[src/hw/rtl/lds_pkg.sv]
// ----------------------------------------------------------------------------
// lds_pkg
// Shared types and constants of the LOOK disk request scheduler.
// ----------------------------------------------------------------------------
package lds_pkg;

  localparam int TRACK_W   = 13;
  localparam int IN_TAG_W  = 8;
  localparam int STATUS_W  = 2;
  localparam int COUNT_W   = 5;

  typedef enum logic [STATUS_W-1:0] {
    ST_ADDED      = 2'd0,
    ST_DISPATCHED = 2'd1,
    ST_FULL       = 2'd2,
    ST_EMPTY      = 2'd3
  } status_e;

  typedef enum logic [1:0] {
    S_IDLE,
    S_SCAN,
    S_SHIFT
  } state_e;

  // commands from the controller to the datapath
  typedef struct packed {
    logic add;         // append request, or report full
    logic pick_empty;  // pick on an empty queue
    logic scan_start;  // latch head and direction, clear the best candidates
    logic scan_run;    // stream entries through the distance compare
    logic select;      // choose the winner, set up the removal
    logic shift_run;   // move the later entries down one place
    logic finish;      // drop the count, post the dispatch beat
  } cmd_t;

  // status from the datapath to the controller
  typedef struct packed {
    logic empty;       // no pending request
    logic sweep_done;  // every entry read and the last read consumed
  } stat_t;

endpackage

[src/hw/rtl/lds_ram.sv]
// ----------------------------------------------------------------------------
// lds_ram
// Generic single-write, single-read RAM with a registered read port.
// ----------------------------------------------------------------------------
module lds_ram #(
  parameter int WIDTH = 21,
  parameter int DEPTH = 16
) (
  input  logic                     clk_i,
  input  logic                     we_i,
  input  logic [$clog2(DEPTH)-1:0] waddr_i,
  input  logic [WIDTH-1:0]         wdata_i,
  input  logic [$clog2(DEPTH)-1:0] raddr_i,
  output logic [WIDTH-1:0]         rdata_o
);

  logic [WIDTH-1:0] mem_q [DEPTH];

  always_ff @(posedge clk_i) begin
    if (we_i) begin
      mem_q[waddr_i] <= wdata_i;
    end
    rdata_o <= mem_q[raddr_i];
  end

endmodule

[src/hw/rtl/lds_ctrl.sv]
// ----------------------------------------------------------------------------
// lds_ctrl
// Sequencer of the scheduler: add, empty pick, scan, select, shift, finish.
// ----------------------------------------------------------------------------
module lds_ctrl (
  input  logic          clk_i,
  input  logic          rst_ni,
  input  logic          start_i,
  input  logic          kind_i,
  input  lds_pkg::stat_t stat_i,
  output lds_pkg::cmd_t  cmd_o,
  output logic          busy_o
);
  import lds_pkg::*;

  state_e state_q, state_d;
  logic   accept;

  assign accept = start_i && (state_q == S_IDLE);

  always_comb begin
    state_d = state_q;
    unique case (state_q)
      S_IDLE: begin
        if (accept && kind_i && !stat_i.empty) begin
          state_d = S_SCAN;
        end
      end
      S_SCAN: begin
        if (stat_i.sweep_done) begin
          state_d = S_SHIFT;
        end
      end
      S_SHIFT: begin
        if (stat_i.sweep_done) begin
          state_d = S_IDLE;
        end
      end
      default: state_d = S_IDLE;
    endcase
  end

  always_comb begin
    cmd_o  = '0;
    busy_o = (state_q != S_IDLE);
    unique case (state_q)
      S_IDLE: begin
        cmd_o.add        = accept && !kind_i;
        cmd_o.pick_empty = accept && kind_i && stat_i.empty;
        cmd_o.scan_start = accept && kind_i && !stat_i.empty;
      end
      S_SCAN: begin
        cmd_o.scan_run = !stat_i.sweep_done;
        cmd_o.select   = stat_i.sweep_done;
      end
      S_SHIFT: begin
        cmd_o.shift_run = !stat_i.sweep_done;
        cmd_o.finish    = stat_i.sweep_done;
      end
      default: cmd_o = '0;
    endcase
  end

  always_ff @(posedge clk_i or negedge rst_ni) begin
    if (!rst_ni) begin
      state_q <= S_IDLE;
    end else begin
      state_q <= state_d;
    end
  end

endmodule

[src/hw/rtl/lds_datapath.sv]
// ----------------------------------------------------------------------------
// lds_datapath
// Request store, distance compare, candidate registers and result registers.
// ----------------------------------------------------------------------------
module lds_datapath #(
  parameter int QUEUE_DEPTH = 16,
  parameter int TAG_BITS    = 8
) (
  input  logic                             clk_i,
  input  logic                             rst_ni,
  input  lds_pkg::cmd_t                    cmd_i,
  output lds_pkg::stat_t                   stat_o,
  input  logic [lds_pkg::TRACK_W-1:0]      track_i,
  input  logic [lds_pkg::IN_TAG_W-1:0]     request_tag_i,
  input  logic [lds_pkg::TRACK_W-1:0]      head_position_i,
  input  logic                             direction_up_i,
  output logic [lds_pkg::STATUS_W-1:0]     status_o,
  output logic [lds_pkg::TRACK_W-1:0]      picked_track_o,
  output logic [lds_pkg::IN_TAG_W-1:0]     picked_tag_o,
  output logic [lds_pkg::COUNT_W-1:0]      pending_count_o,
  output logic                             done_o
);
  import lds_pkg::*;

  localparam int AW = $clog2(QUEUE_DEPTH);
  localparam int CW = $clog2(QUEUE_DEPTH + 1);
  localparam int WW = TRACK_W + TAG_BITS;

  // queue control
  logic [CW-1:0] occ_q, occ_d;
  logic [CW-1:0] rd_ptr_q, rd_ptr_d;
  logic          rd_vld_q, rd_vld_d;
  logic [AW-1:0] rd_idx_q, rd_idx_d;
  logic [AW-1:0] wr_ptr_q, wr_ptr_d;
  logic          full;

  // pick context and best candidates on each side of the head
  logic [TRACK_W-1:0] head_q, head_d;
  logic               up_q, up_d;
  logic               fwd_found_q, fwd_found_d, bwd_found_q, bwd_found_d;
  logic [TRACK_W-1:0] fwd_dist_q, fwd_dist_d, bwd_dist_q, bwd_dist_d;
  logic [AW-1:0]      fwd_idx_q, fwd_idx_d, bwd_idx_q, bwd_idx_d;
  logic [WW-1:0]      fwd_word_q, fwd_word_d, bwd_word_q, bwd_word_d;
  logic [WW-1:0]      pick_word_q, pick_word_d;

  // result registers
  logic                done_q, done_d;
  logic [STATUS_W-1:0] res_status_q, res_status_d;
  logic [TRACK_W-1:0]  res_track_q, res_track_d;
  logic [IN_TAG_W-1:0] res_tag_q, res_tag_d;
  logic [COUNT_W-1:0]  res_count_q, res_count_d;

  // RAM port
  logic          ram_we;
  logic [AW-1:0] ram_waddr;
  logic [WW-1:0] ram_wdata;
  logic [WW-1:0] rd_word;

  // compare
  logic [TRACK_W-1:0] rd_track;
  logic               ge, eq, fwd_ok, bwd_ok;
  logic [TRACK_W-1:0] span;

  logic [31:0]         tag_in32;
  logic [TAG_BITS-1:0] tag_in;
  logic [31:0]         pick_tag32;
  logic [31:0]         count32;

  assign tag_in32   = 32'(request_tag_i);
  assign tag_in     = tag_in32[TAG_BITS-1:0];
  assign pick_tag32 = 32'(pick_word_q[TAG_BITS-1:0]);
  assign count32    = 32'(occ_d);

  assign full              = (occ_q == CW'(QUEUE_DEPTH));
  assign stat_o.empty      = (occ_q == '0);
  assign stat_o.sweep_done = (rd_ptr_q == occ_q) && !rd_vld_q;

  assign rd_track = rd_word[WW-1:TAG_BITS];
  assign ge       = (rd_track >= head_q);
  assign eq       = (rd_track == head_q);
  assign span     = ge ? (rd_track - head_q) : (head_q - rd_track);
  // the head's own track counts for the sweep side only
  assign fwd_ok   = up_q ? ge : (!ge || eq);
  assign bwd_ok   = up_q ? !ge : (ge && !eq);

  assign ram_we    = (cmd_i.add && !full) || (cmd_i.shift_run && rd_vld_q);
  assign ram_waddr = cmd_i.add ? occ_q[AW-1:0] : wr_ptr_q;
  assign ram_wdata = cmd_i.add ? {track_i, tag_in} : rd_word;

  lds_ram #(
    .WIDTH(WW),
    .DEPTH(QUEUE_DEPTH)
  ) u_ram (
    .clk_i  (clk_i),
    .we_i   (ram_we),
    .waddr_i(ram_waddr),
    .wdata_i(ram_wdata),
    .raddr_i(rd_ptr_q[AW-1:0]),
    .rdata_o(rd_word)
  );

  always_comb begin
    occ_d        = occ_q;
    rd_ptr_d     = rd_ptr_q;
    rd_vld_d     = 1'b0;
    rd_idx_d     = rd_idx_q;
    wr_ptr_d     = wr_ptr_q;
    head_d       = head_q;
    up_d         = up_q;
    fwd_found_d  = fwd_found_q;
    fwd_dist_d   = fwd_dist_q;
    fwd_idx_d    = fwd_idx_q;
    fwd_word_d   = fwd_word_q;
    bwd_found_d  = bwd_found_q;
    bwd_dist_d   = bwd_dist_q;
    bwd_idx_d    = bwd_idx_q;
    bwd_word_d   = bwd_word_q;
    pick_word_d  = pick_word_q;
    done_d       = 1'b0;
    res_status_d = res_status_q;
    res_track_d  = res_track_q;
    res_tag_d    = res_tag_q;

    // stream one read per cycle while entries remain
    if ((cmd_i.scan_run || cmd_i.shift_run) && (rd_ptr_q != occ_q)) begin
      rd_vld_d = 1'b1;
      rd_idx_d = rd_ptr_q[AW-1:0];
      rd_ptr_d = rd_ptr_q + CW'(1);
    end

    if (cmd_i.add) begin
      done_d       = 1'b1;
      res_track_d  = '0;
      res_tag_d    = '0;
      if (full) begin
        res_status_d = ST_FULL;
      end else begin
        res_status_d = ST_ADDED;
        occ_d        = occ_q + CW'(1);
      end
    end

    if (cmd_i.pick_empty) begin
      done_d       = 1'b1;
      res_status_d = ST_EMPTY;
      res_track_d  = '0;
      res_tag_d    = '0;
    end

    if (cmd_i.scan_start) begin
      head_d      = head_position_i;
      up_d        = direction_up_i;
      rd_ptr_d    = '0;
      fwd_found_d = 1'b0;
      bwd_found_d = 1'b0;
    end

    // strict less-than keeps the earliest arrival on equal distance
    if (cmd_i.scan_run && rd_vld_q) begin
      if (fwd_ok && (!fwd_found_q || (span < fwd_dist_q))) begin
        fwd_found_d = 1'b1;
        fwd_dist_d  = span;
        fwd_idx_d   = rd_idx_q;
        fwd_word_d  = rd_word;
      end
      if (bwd_ok && (!bwd_found_q || (span < bwd_dist_q))) begin
        bwd_found_d = 1'b1;
        bwd_dist_d  = span;
        bwd_idx_d   = rd_idx_q;
        bwd_word_d  = rd_word;
      end
    end

    if (cmd_i.select) begin
      if (fwd_found_q) begin
        pick_word_d = fwd_word_q;
        wr_ptr_d    = fwd_idx_q;
        rd_ptr_d    = CW'(fwd_idx_q) + CW'(1);
      end else begin
        pick_word_d = bwd_word_q;
        wr_ptr_d    = bwd_idx_q;
        rd_ptr_d    = CW'(bwd_idx_q) + CW'(1);
      end
    end

    if (cmd_i.shift_run && rd_vld_q) begin
      wr_ptr_d = wr_ptr_q + AW'(1);
    end

    if (cmd_i.finish) begin
      done_d       = 1'b1;
      occ_d        = occ_q - CW'(1);
      res_status_d = ST_DISPATCHED;
      res_track_d  = pick_word_q[WW-1:TAG_BITS];
      res_tag_d    = pick_tag32[IN_TAG_W-1:0];
    end

    res_count_d = count32[COUNT_W-1:0];
  end

  always_ff @(posedge clk_i or negedge rst_ni) begin
    if (!rst_ni) begin
      occ_q       <= '0;
      rd_ptr_q    <= '0;
      rd_vld_q    <= 1'b0;
      fwd_found_q <= 1'b0;
      bwd_found_q <= 1'b0;
      done_q      <= 1'b0;
    end else begin
      occ_q       <= occ_d;
      rd_ptr_q    <= rd_ptr_d;
      rd_vld_q    <= rd_vld_d;
      fwd_found_q <= fwd_found_d;
      bwd_found_q <= bwd_found_d;
      done_q      <= done_d;
    end
  end

  always_ff @(posedge clk_i) begin
    rd_idx_q     <= rd_idx_d;
    wr_ptr_q     <= wr_ptr_d;
    head_q       <= head_d;
    up_q         <= up_d;
    fwd_dist_q   <= fwd_dist_d;
    fwd_idx_q    <= fwd_idx_d;
    fwd_word_q   <= fwd_word_d;
    bwd_dist_q   <= bwd_dist_d;
    bwd_idx_q    <= bwd_idx_d;
    bwd_word_q   <= bwd_word_d;
    pick_word_q  <= pick_word_d;
    res_status_q <= res_status_d;
    res_track_q  <= res_track_d;
    res_tag_q    <= res_tag_d;
    res_count_q  <= res_count_d;
  end

  assign done_o          = done_q;
  assign status_o        = res_status_q;
  assign picked_track_o  = res_track_q;
  assign picked_tag_o    = res_tag_q;
  assign pending_count_o = res_count_q;

  a_occ_bound: assert property (@(posedge clk_i) disable iff (!rst_ni)
    occ_q <= CW'(QUEUE_DEPTH))
    else $error("occupancy above queue depth");

  a_full_hold: assert property (@(posedge clk_i) disable iff (!rst_ni)
    (cmd_i.add && full) |=> $stable(occ_q))
    else $error("dropped request changed occupancy");

  a_finish_dec: assert property (@(posedge clk_i) disable iff (!rst_ni)
    cmd_i.finish |=> (occ_q == $past(occ_q) - CW'(1)))
    else $error("dispatch did not remove exactly one request");

  a_shift_order: assert property (@(posedge clk_i) disable iff (!rst_ni)
    (cmd_i.shift_run && rd_vld_q) |-> (rd_idx_q == wr_ptr_q + AW'(1)))
    else $error("shift write does not trail its read by one place");

  a_pick_found: assert property (@(posedge clk_i) disable iff (!rst_ni)
    cmd_i.select |-> (fwd_found_q || bwd_found_q))
    else $error("scan of a non-empty queue found no candidate");

endmodule

[src/hw/rtl/look_disk_scheduler.sv]
// ----------------------------------------------------------------------------
// look_disk_scheduler
// LOOK disk request scheduler: queue of pending requests with pick by sweep.
// ----------------------------------------------------------------------------
// A beat is accepted at a rising edge with start_i high and busy_o low. Every
// beat produces exactly one result beat, shown for one cycle with done_o high;
// the receiver cannot stall, so capture it on that cycle. An add beat
// (kind_i = 0) or a pick on an empty queue finishes at once: its result comes
// on the next cycle and busy_o stays low, so these beats may follow every
// cycle. A pick on a non-empty queue holds busy_o high through its scan and
// shift states and posts its result in the cycle in which busy_o falls. The
// request RAM serves one read per cycle: one pass reads every entry through
// the distance compare, a second pass moves the later entries down one
// place to keep arrival order. Direction and head updates stay with the
// caller. Request tags are kept to TAG_BITS bits.
// ----------------------------------------------------------------------------
module look_disk_scheduler #(
  parameter int QUEUE_DEPTH = 16,
  parameter int TAG_BITS    = 8
) (
  input  logic                         clk_i,
  input  logic                         rst_ni,
  input  logic                         start_i,
  output logic                         busy_o,
  input  logic                         kind_i,
  input  logic [lds_pkg::TRACK_W-1:0]  track_i,
  input  logic [lds_pkg::IN_TAG_W-1:0] request_tag_i,
  input  logic [lds_pkg::TRACK_W-1:0]  head_position_i,
  input  logic                         direction_up_i,
  output logic                         done_o,
  output logic [lds_pkg::STATUS_W-1:0] status_o,
  output logic [lds_pkg::TRACK_W-1:0]  picked_track_o,
  output logic [lds_pkg::IN_TAG_W-1:0] picked_tag_o,
  output logic [lds_pkg::COUNT_W-1:0]  pending_count_o
);
  import lds_pkg::*;

  cmd_t  cmd;
  stat_t stat;

  // sequencer: decides the step, never touches the data
  lds_ctrl u_ctrl (
    .clk_i (clk_i),
    .rst_ni(rst_ni),
    .start_i(start_i),
    .kind_i(kind_i),
    .stat_i(stat),
    .cmd_o (cmd),
    .busy_o(busy_o)
  );

  // store, compare and result registers
  lds_datapath #(
    .QUEUE_DEPTH(QUEUE_DEPTH),
    .TAG_BITS   (TAG_BITS)
  ) u_datapath (
    .clk_i          (clk_i),
    .rst_ni         (rst_ni),
    .cmd_i          (cmd),
    .stat_o         (stat),
    .track_i        (track_i),
    .request_tag_i  (request_tag_i),
    .head_position_i(head_position_i),
    .direction_up_i (direction_up_i),
    .status_o       (status_o),
    .picked_track_o (picked_track_o),
    .picked_tag_o   (picked_tag_o),
    .pending_count_o(pending_count_o),
    .done_o         (done_o)
  );

endmodule
[config.mk]
export PLATFORM = sky130hd
export DESIGN_NAME = look_disk_scheduler
export DESIGN_NICKNAME = d
export VERILOG_FILES = /design/src/hw/rtl/lds_pkg.sv /design/src/hw/rtl/lds_ram.sv /design/src/hw/rtl/lds_ctrl.sv /design/src/hw/rtl/lds_datapath.sv /design/src/hw/rtl/look_disk_scheduler.sv
export SDC_FILE = /design/constraint.sdc
export NUM_CORES = 1
export LEC_CHECK = 0
export ABC_AREA = 1
export BUFFER_PORTS_ARGS = -buffer_cell sky130_fd_sc_hd__buf_2
export CAP_MARGIN = 0
export CELL_PAD_IN_SITES_DETAIL_PLACEMENT = 0
export CELL_PAD_IN_SITES_GLOBAL_PLACEMENT = 1
export CORE_UTILIZATION = 47
export CTS_BUF_LIST = sky130_fd_sc_hd__clkbuf_8
export DETAILED_ROUTE_END_ITERATION = 10
export PLACE_DENSITY = 0.89
export SYNTH_ARGS = -nofsm -noshare
export SYNTH_HDL_FRONTEND = slang
export SYNTH_SLANG_ARGS = --single-unit
export TNS_END_PERCENT = 1
[constraint.sdc]
create_clock -name clk_i -period 4.3 [get_ports clk_i]
set_clock_uncertainty 0.2 [all_clocks]
set_input_delay 0.43 -clock clk_i [delete_from_list [all_inputs] [get_ports clk_i]]
set_output_delay 0.43 -clock clk_i [all_outputs]
set_load 0.03 [all_outputs]
==> flow_metrics.tcl <==
set metrics [dict create \
    placed_cell_area_um2 23400 \
    drc 14 \
    boundaryPins 69 \
    synth_edf_count 476 \
    dieArea_um2 48200 \
    critical_path_class "register to register" \
    p_per_area_nw_per_um2 382 \
    layout.cells.non_filler 2725 \
    synthCells 1919 \
    rsz0062_at_grt "false" \
    violations "design-rule violations" \
    ant_nets 0 \
    layout_min_cycle_time_ns 3.98 \
    hold_ws_ns 0.0821 \
    setup_tns_ns 0 \
    viasPerCell 5.42 \
    vias 14777 \
    setup_violations 0 \
    drive_gt1_share_pct 15.3 \
    worstHoldPathType "input pin to async pin" \
    p_sw_mw 1.89 \
    final_core_util_pct 54.3 \
    cts.sinks 520 \
    setup.worst_path.start_class "register" \
    worstPathArrival_ns 4.10 \
    ys_ff_latch 520 \
    routed_wl_um 52100 \
    fp-row-count 79 \
    antenna_found_initial 0 \
    fill_cells 3792 \
    hpwl_um 31600 \
    grt_max_degree 169 \
    core_region_area_um2 46700 \
    final_cell_mix "476 x edfxtp_1, 334 x nand2_1, 232 x nor2_1" \
    final_area_um2 25300 \
    swShare_pct 19.6 \
    clock_path_buffers 3 \
    max_freq_ghz 0.252 \
    ys.flop_type "edfxtp_1" \
    grt_overflow 0 \
    power.leakage_nw 9.71 \
    first_pass_iters 8 \
    status "complete, but fails checks" \
    synthArstFlopShare_pct 3.08 \
    pwr-share-clk_pct 43.5 \
    reg2reg_depth 23 \
    wl_per_cell_um 19.1 \
    routabilityCongestion 0.909 \
    dieHeight_um 220 \
    htree_levels 3 \
    max-vdd-ir-drop_mv 0.208 \
    initial_utilization_pct 47.7 \
    area_growth_pct 13.9 \
    cts_tree "built" \
    n_antenna_cell 0 \
    drv_slew 0 \
    rrSetupSlack_ns 0.32 \
    cts_buffers 80 \
    clk_pin_slew_worst_paths_ns 0.07 \
    maxCapViolCount 0 \
    grt_pass1_vias 14566 \
    fin_nets 2147 \
    io_buffers 68 \
    power_frac_comb_pct 0.4 \
    die_x_um 220 \
    cp.required_ns 4.42 \
    grtUsageTotal_pct 22.0 \
    post-route-period-util_pct 92.5 \
    seq_area_frac_synth_pct 68.6 \
    synth_cell_types 40 \
    hold_viol_final 0 \
    seq_power_share_pct 56.2 \
    syn-mean-instance-area_um2 11.6 \
    grt_pass1_wl_um 80500 \
    cts_root_buf "clkbuf_8" \
    dpl.cell_count 2560 \
    endpoint_kind "register" \
    syn-cell-area_um2 22200 \
    worstPathMaxFanout 30 \
    final_common_cell "edfxtp_1" \
    synth_warnings 0 \
    worst_pin_slew_ns 0.901 \
    clock_latency_ns 0.64 \
    drt_iter0_drc 1284 \
    p_int_mw 7.78 \
    r2r_start "u_datapath.u_ram.rdata_o[17]" \
    synth_fp_nets 2014 \
    relSlewSlack_pct 39.9 \
    r2r_end "u_datapath.bwd_word_q[12]" \
]
-- per-layer routing --
| layer | global-route usage, % | routed length [µm] | vias up |
|---|---|---|---|
| met2 | 37.2 | 25500 | 578 |
| met4 | 9.15 | 1540 | 0 |
| met3 | 3.73 | 3630 | 116 |
| li1 | - | - | 6956 |
| met1 | 28.2 | 21500 | 7127 |
| met5 | 0 | 0 | - |
-- worst max path at each step --
stage	from	endpoint	slack, ns	cells past startpoint
finish	u_datapath.u_ram.rdata_o[17]	u_datapath.bwd_word_q[12]	0.32	23
global route	u_datapath.u_ram.rdata_o[9]	u_datapath.bwd_dist_q[0]	0.003	23
CTS	u_datapath.u_ram.rdata_o[17]	u_datapath.bwd_word_q[12]	0.06	21
detailed placement	u_datapath.u_ram.rdata_o[17]	u_datapath.bwd_idx_q[0]	0.07	21
global placement	u_datapath.u_ram.rdata_o[17]	u_datapath.bwd_idx_q[0]	0.14	20
floorplan	u_datapath.head_q[0]	u_datapath.bwd_dist_q[0]	0.32	21
-- flip-flops by register name (all words and copies together) (netlist names), 8 cells and up --
signal                     cells
u_datapath.head_q             13
u_datapath.u_ram.rdata_o      21
u_datapath.fwd_dist_q         13
u_datapath.picked_tag_o        8
u_datapath.pick_word_q        21
u_datapath.u_ram.mem_q       336
u_datapath.bwd_dist_q         13
u_datapath.picked_track_o     13
u_datapath.bwd_word_q         21
u_datapath.fwd_word_q         21
-- worst max-delay path: stages, from the launching register on --
cell and delay (ns):
dfxtp_1 0.44, inv_1 0.10, ha_2 0.41, nand2_1 0.13, inv_2 0.08, nand2_1 0.08
nor2_2 0.20, nand3_2 0.17, nand3_4 0.18, inv_2 0.11, nand2_1 0.09, nand2_1 0.05
inv_1 0.14, ha_1 0.27, nand2_1 0.09, inv_1 0.04, nand2_1 0.05, nand2_1 0.04
a21oi_1 0.16, nand2_1 0.07, a21oi_1 0.13, nand2_1 0.08, inv_1 0.11, buf_12 0.22
-- Yosys cell counts, types with 3 or more instances --
master | n | area share [%]
a21oi_1 | 27 | 0.61
buf_1 | 10 | 0.17
buf_2 | 18 | 0.40
clkbuf_1 | 52 | 0.88
dfrtp_1 | 16 | 1.8
dfxtp_1 | 28 | 2.5
edfxtp_1 | 476 | 64
ha_1 | 54 | 3.0
inv_1 | 169 | 2.9
inv_2 | 12 | 0.20
mux2_2 | 21 | 1.1
nand2_1 | 335 | 5.7
nand3_1 | 72 | 1.6
nand4_1 | 20 | 0.56
nor2_1 | 252 | 4.3
nor2_2 | 3 | 0.084
nor2_4 | 12 | 0.61
o211ai_1 | 20 | 0.67
o21ai_0 | 201 | 4.5
o21ai_1 | 3 | 0.067
o221ai_1 | 22 | 0.87
o22ai_1 | 52 | 1.5
or2_2 | 3 | 0.084
xnor2_1 | 4 | 0.16
xor2_1 | 15 | 0.59
-- power groups by stage --
stage | logic (mW) | clock network, mW | registers (mW)
2_1_floorplan | 0.0000224 | 0 | 5.54
3_3_place_gp | 0.0244 | 0 | 5.54
3_5_place_dp | 0.0246 | 0 | 5.54
4_1_cts | 0.0353 | 4.29 | 5.44
5_1_grt | 0.0376 | 4.50 | 5.43
6_report | 0.0344 | 4.21 | 5.44
-- what timing repair did --
item	CTS	global route
setup buffers	0	1
resized for setup	0	13
endpoints found under the setup margin	0	76
endpoints found under the hold margin	30	0
hold buffers	15	0
-- kinds of logic after synthesis --
group                    Yosys count  synth area share [%]
AO/OA/AOI/OAI                    330                  8.38
AND/OR/NAND/NOR                  707                  13.3
multiplexers                      21                  1.06
buffers and inverters            266                  4.75
adder cells (fa/ha/maj)           56                  3.22
XOR/XNOR                          19                 0.748
flip-flops                       520                  68.6
-- final cells by class --
class | count | area [µm²] | area share, %
multi-input cells | 1134 | 6040 | 23.8
flip-flops and latches | 520 | 15300 | 60.2
inverters | 182 | 686 | 2.71
well taps | 607 | 759 | 3.00
repair buffers | 134 | 911 | 3.60
clock inverters | 53 | 369 | 1.46
clock buffers | 95 | 1310 | 5.16
-- per-stage QoR --
| stage | setup WS [ns] | power, mW |
|---|---|---|
| after detailed placement | 0.0713 | 5.57 |
| after global placement | 0.139 | 5.57 |
| after global routing | 0.00333 | 9.97 |
| final | 0.324 | 9.68 |
| after CTS | 0.0551 | 9.76 |
| after floorplan | 0.316 | 5.54 |
No activity file was read; power rests on OpenSTA's default activity.
